<file path="src/epm_pkg.sv">
`timescale 1ns / 1ps
// ----------------------------------------------------------------------------
// Equirectangular pixel map package
// Shared field widths, register indexes and the pipeline sideband type.
// ----------------------------------------------------------------------------
package epm_pkg;

   localparam int LON_W      = 25;
   localparam int LAT_W      = 24;
   localparam int PIX_W      = 17;
   localparam int DIM_W      = 15;
   localparam int LON_OUT_W  = 26;
   localparam int LAT_OUT_W  = 25;
   localparam int CSR_IDX_W  = 3;
   localparam int CSR_DATA_W = 25;

   typedef logic [CSR_IDX_W-1:0] csr_index_type;

   localparam csr_index_type CSR_IMAGE_WIDTH      = 3'd0;
   localparam csr_index_type CSR_IMAGE_HEIGHT     = 3'd1;
   localparam csr_index_type CSR_TOP_LEFT_LON     = 3'd2;
   localparam csr_index_type CSR_TOP_LEFT_LAT     = 3'd3;
   localparam csr_index_type CSR_BOTTOM_RIGHT_LON = 3'd4;
   localparam csr_index_type CSR_BOTTOM_RIGHT_LAT = 3'd5;

   localparam logic OP_FORWARD = 1'b0;
   localparam logic OP_REVERSE = 1'b1;

   // vld: request present; reject: early range failure
   // sx/sy: product sign; satx/saty: forward quotient overflow; zx/zy: zero product
   typedef struct packed {
      logic vld;
      logic op;
      logic oob;
      logic reject;
      logic sx;
      logic sy;
      logic satx;
      logic saty;
      logic zx;
      logic zy;
   } side_type;

endpackage

</file>
<file path="src/epm_cell.sv">
`timescale 1ns / 1ps
// ----------------------------------------------------------------------------
// Equirectangular pixel map divider cell
// One quotient bit for both axes; remainder, quotient and divisor move on
// to the next cell every enabled cycle.
// ----------------------------------------------------------------------------
module epm_cell #(
   parameter int PW    = 42,
   parameter int DW    = 26,
   parameter int QN    = 26,
   parameter int SHIFT = 0
) (
   input  logic               clock,
   input  logic               reset,
   input  logic               en,
   input  epm_pkg::side_type  up_side,
   input  logic [PW-1:0]      up_rem_x,
   input  logic [PW-1:0]      up_rem_y,
   input  logic [QN-1:0]      up_q_x,
   input  logic [QN-1:0]      up_q_y,
   input  logic [DW-1:0]      up_d_x,
   input  logic [DW-1:0]      up_d_y,
   output epm_pkg::side_type  dn_side,
   output logic [PW-1:0]      dn_rem_x,
   output logic [PW-1:0]      dn_rem_y,
   output logic [QN-1:0]      dn_q_x,
   output logic [QN-1:0]      dn_q_y,
   output logic [DW-1:0]      dn_d_x,
   output logic [DW-1:0]      dn_d_y
);

   epm_pkg::side_type side_ff;
   logic [PW-1:0]     rem_x_ff, rem_y_ff, rem_x_in, rem_y_in;
   logic [QN-1:0]     q_x_ff, q_y_ff, q_x_in, q_y_in;
   logic [DW-1:0]     d_x_ff, d_y_ff;
   logic              take_x, take_y;

   always_comb begin
      take_x   = (up_rem_x >> SHIFT) >= PW'(up_d_x);
      take_y   = (up_rem_y >> SHIFT) >= PW'(up_d_y);
      rem_x_in = take_x ? up_rem_x - (PW'(up_d_x) << SHIFT) : up_rem_x;
      rem_y_in = take_y ? up_rem_y - (PW'(up_d_y) << SHIFT) : up_rem_y;
      q_x_in   = up_q_x;
      q_y_in   = up_q_y;
      q_x_in[SHIFT] = take_x;
      q_y_in[SHIFT] = take_y;
   end

   always_ff @(posedge clock) begin
      if (reset) begin
         side_ff <= '0;
      end else if (en) begin
         side_ff <= up_side;
      end
   end

   always_ff @(posedge clock) begin
      if (en) begin
         rem_x_ff <= rem_x_in;
         rem_y_ff <= rem_y_in;
         q_x_ff   <= q_x_in;
         q_y_ff   <= q_y_in;
         d_x_ff   <= up_d_x;
         d_y_ff   <= up_d_y;
      end
   end

   assign dn_side  = side_ff;
   assign dn_rem_x = rem_x_ff;
   assign dn_rem_y = rem_y_ff;
   assign dn_q_x   = q_x_ff;
   assign dn_q_y   = q_y_ff;
   assign dn_d_x   = d_x_ff;
   assign dn_d_y   = d_y_ff;

endmodule

</file>
<file path="config.mk">
export PLATFORM = sky130hd
export DESIGN_NAME = epm_cell
export DESIGN_NICKNAME = d
export VERILOG_FILES = /design/src/epm_pkg.sv /design/src/epm_cell.sv
export SDC_FILE = /design/constraint.sdc
export NUM_CORES = 1
export LEC_CHECK = 0
export ABC_AREA = 1
export BUFFER_PORTS_ARGS = -buffer_cell sky130_fd_sc_hd__buf_4
export CAP_MARGIN = 10
export CORE_MARGIN = 2
export CORE_UTILIZATION = 48
export CTS_BUF_LIST = sky130_fd_sc_hd__clkbuf_4 sky130_fd_sc_hd__clkbuf_8
export CTS_CLUSTER_DIAMETER = 120
export DETAILED_ROUTE_END_ITERATION = 6
export GPL_ROUTABILITY_DRIVEN = 0
export PLACE_DENSITY_LB_ADDON = 0.15
export SYNTH_ARGS = -nofsm -noshare
export SYNTH_HDL_FRONTEND = slang
export SYNTH_SLANG_ARGS = --single-unit
</file>
<file path="constraint.sdc">
create_clock -name clock -period 2.9 [get_ports clock]
set_input_delay 0.87 -clock clock [delete_from_list [all_inputs] [get_ports clock]]
set_output_delay 0.87 -clock clock [all_outputs]
set_load 0.005 [all_outputs]
</file>
==> impl_results.md <==
* Ys Warns at 0
* Worst Path Max Fanout at 3
* Post-Syn Area at between 0.01 and 0.015 mm^2
* Cts bufs inserted at 17
* Post-synthesis sequential area ratio at 46.4%
* Fin Clk Skew at 0 ns
* Total track usage at around 29%
* Clock Tree Buf Depth at 2
* Via count at 12.4k
* WL/cell at about 16 um
* Maxcap violations at 0
* Worst r2r src: dn_side[8]$_SDFFE_PP0P_
* Max-slew headroom at 64.6%
* Pins Over Slew Limit at 0
* Die height at 166 um
* Placed cells at 2,436
* DRC at 0
* H-Tree Depth at 4
* Worst reg-to-reg setup slack at 2.28 ns
* Async S/R FF share, synth at 0%
* Yosys cell types at 39
* Fmax at 392 MHz
* Data arrival time of the worst path at 2.79 ns
* Post-Syn Nets at 1,887
* Total wire length at 40,200 um
* Die W at 166 um
* Period utilisation layout at 88.0%
* Pwr Density at 450 mW/mm^2
* Most Frequent Cell on Critical Path: nand2_1
* Ant diodes at 0
* Worst min path class: reg2reg
* Final Setup Violations at 0
* Non-filler instance count after layout at 2,468
* R2R cell count at 2
* Post-DRT Antenna Nets at 0
* Leading area contributor after synthesis: edfxtp_1
* 1st-iter DRT viols at 970
* End of the critical path: dn_rem_y[34]$_DFFE_PP_
* Initial antenna violation count at 1
* Worst-path clk slew at 0.14 ns
* DRT Pass-1 Iters at 6
* Area share of the largest cell type after synthesis at 44.8%
* Post-synth top flop: edfxtp_1
* Post-CTS Setup Bufs at 0
* Pin count of the biggest net entering global routing at 59
* Most numerous cell in the Yosys netlist: nand2_1
* Initial Util at between 40% and 50%
* Top post-synthesis cells by count: nand2_1, inv_1, edfxtp_1, nor2_1, nand3_1
* Layout Nets at 2,375
* Number of top-level pins at 399
* Clk sinks at 198
* Maximum VDD drop at 0.000364 V
* Min Tclk post-route at 2.55 ns
* Worst endpoint required time at ~3.1 ns
* Number of synthesized flops with an enable pin at 188
* Number of port buffers at 396
* Outcome: complete, no violations
* Row Count at 59
* Die area at 0.0276 mm^2
* Critical Path, Cell by Cell: buf_4 > inv_1 > ha_1 > inv_1 > fa_1 > nand3_1 > nand2_1 > nand2_1 > nand2_2 > nand2_1 > nand2_1 > nand2_1 > nand2_1 > nor2_1 > nand2_1 > nand2_1 > nand2_1
* Vias in the first global route at ~12k
* Share of cells above drive strength 1 at 26.7%
* Power Total at 0.00769 W
* Crit. End Element: register
* GRT overflow at 0
* Leakage power at between 8 and 9 nW
* Slowest-stage cell, CP: fa_1
* Hold buffers post-CTS at 0
* Post-Synthesis Cells at approximately 1.6k
* Avg Cell Area, Syn at 7.72 um^2
* Worst path max stage delay at approximately 0.4 ns
* CP startpoint: up_rem_y[0]
* First-pass GRT wire length at 62,800 um
* RSZ-0062 raised after global routing: false
* Worst R2R End: dn_side[8]$_SDFFE_PP0P_
* TritonCTS clock tree: yes
* FILL cells at 2,262
* Least-Margin Pin Slew at 0.532 ns
* Final hold violation count at 0
* CTS resizes at 0
* Startpoint class of the critical path: input pin
* Core Box Area at 0.0259 mm^2
* Top cells by area, synth: edfxtp_1, nand2_1, inv_1
* Insertion delay to the later sink of the worst-skew pair at 0.49 ns
* Cell at the root of the clock tree: clkbuf_8
* Detailed Place HPWL at 33,100 um
* Vias/cell at 5.04
* Critical path class: in2reg
* Flops & latches, synth at 198
* Layout area overhead at 35.7%
-- state kept, by name, indices dropped and copies added (netlist names) --
register,flops
dn_q_y,26
dn_d_x,26
dn_q_x,26
dn_side,10
dn_rem_y,42
dn_rem_x,42
dn_d_y,26
-- critical path: cells and delay by family --
family | cells | cell delay [ns]
simple gates | 12 | 1.17
fa+ha+maj | 2 | 0.54
buf+inv | 3 | 0.22
-- through the flow --
| step | worst slack, ns | area (um^2) | hold slack [ns] | utilization, % | TNS (ns) |
|---|---|---|---|---|---|
| 3_5_place_dp | -0.147 | 16600 | 0.456 | 64.2 | -3.78 |
| 6_report | 0.347 | 17100 | 0.475 | 66.0 | 0 |
| 4_1_cts | 0.396 | 17100 | 0.474 | 66.0 | 0 |
| 2_1_floorplan | 0.109 | 12600 | 0.457 | - | 0 |
| 3_3_place_gp | -0.102 | 16600 | 0.450 | 64.2 | -2.42 |
| 5_1_grt | 0.130 | 17100 | 0.500 | 66.0 | 0 |
-- cell families after synthesis --
kind of cell             after synthesis  synth area share (%)
adder cells (fa/ha/maj)               54                  5.48
AO/OA/AOI/OAI                        113                  5.50
buffers and inverters                313                  10.1
XOR/XNOR                              35                  2.43
flip-flops                           198                  46.4
AND/OR/NAND/NOR                      919                  30.1
-- per-layer routing --
layer	vias up	track usage, %	wire (um)
li1	6137	-	-
met1	5646	35.4	15800
met2	558	50.0	19600
met3	90	6.46	3530
met4	2	9.91	1320
met5	-	0	14
-- layout by cell type, fill, tap and decap left out, types with 14 or more instances in the layout --
cell type | Yosys | layout
nand3b_1 | 20 | 20
clkbuf_8 | 0 | 18
inv_1 | 293 | 293
a21oi_1 | 53 | 53
xnor2_1 | 28 | 28
buf_4 | 4 | 475
nor2_1 | 159 | 159
nand4_1 | 21 | 21
o21ai_2 | 18 | 18
nand3_1 | 93 | 93
nand2_1 | 591 | 591
o21ai_1 | 14 | 14
edfxtp_1 | 188 | 188
ha_1 | 52 | 52
-- power breakdown --
group          internal, W  switching, W  leakage (nW)
Combinational     0.000997       0.00109          6.32
Sequential         0.00347     0.0000870          1.92
Clock             0.000739       0.00131         0.233
Total              0.00521       0.00249          8.47
-- cell type report --
type / instances / area (um^2) / area share (%)
sequential: 198 / 5850 / 34.2
clock buffer: 17 / 234 / 1.37
multi-input combinational: 1121 / 5480 / 32.0
timing repair buffer: 485 / 3760 / 22.0
inverter: 297 / 1120 / 6.56
clock inverter: 15 / 239 / 1.40
tap: 335 / 419 / 2.45
-- how the worst min path moves through the flow --
stage	cells past startpoint	to	from	slack [ns]
detailed placement	2	dn_side[4]$_SDFFE_PP0P_	dn_side[4]$_SDFFE_PP0P_	0.46
finish	2	dn_side[0]$_SDFFE_PP0P_	dn_side[0]$_SDFFE_PP0P_	0.47
floorplan	2	dn_side[0]$_SDFFE_PP0P_	dn_side[0]$_SDFFE_PP0P_	0.46
global route	2	dn_side[3]$_SDFFE_PP0P_	dn_side[3]$_SDFFE_PP0P_	0.50
global placement	2	dn_side[6]$_SDFFE_PP0P_	dn_side[6]$_SDFFE_PP0P_	0.45
CTS	2	dn_side[4]$_SDFFE_PP0P_	dn_side[4]$_SDFFE_PP0P_	0.47
Power figures use the tool's default switching activity.
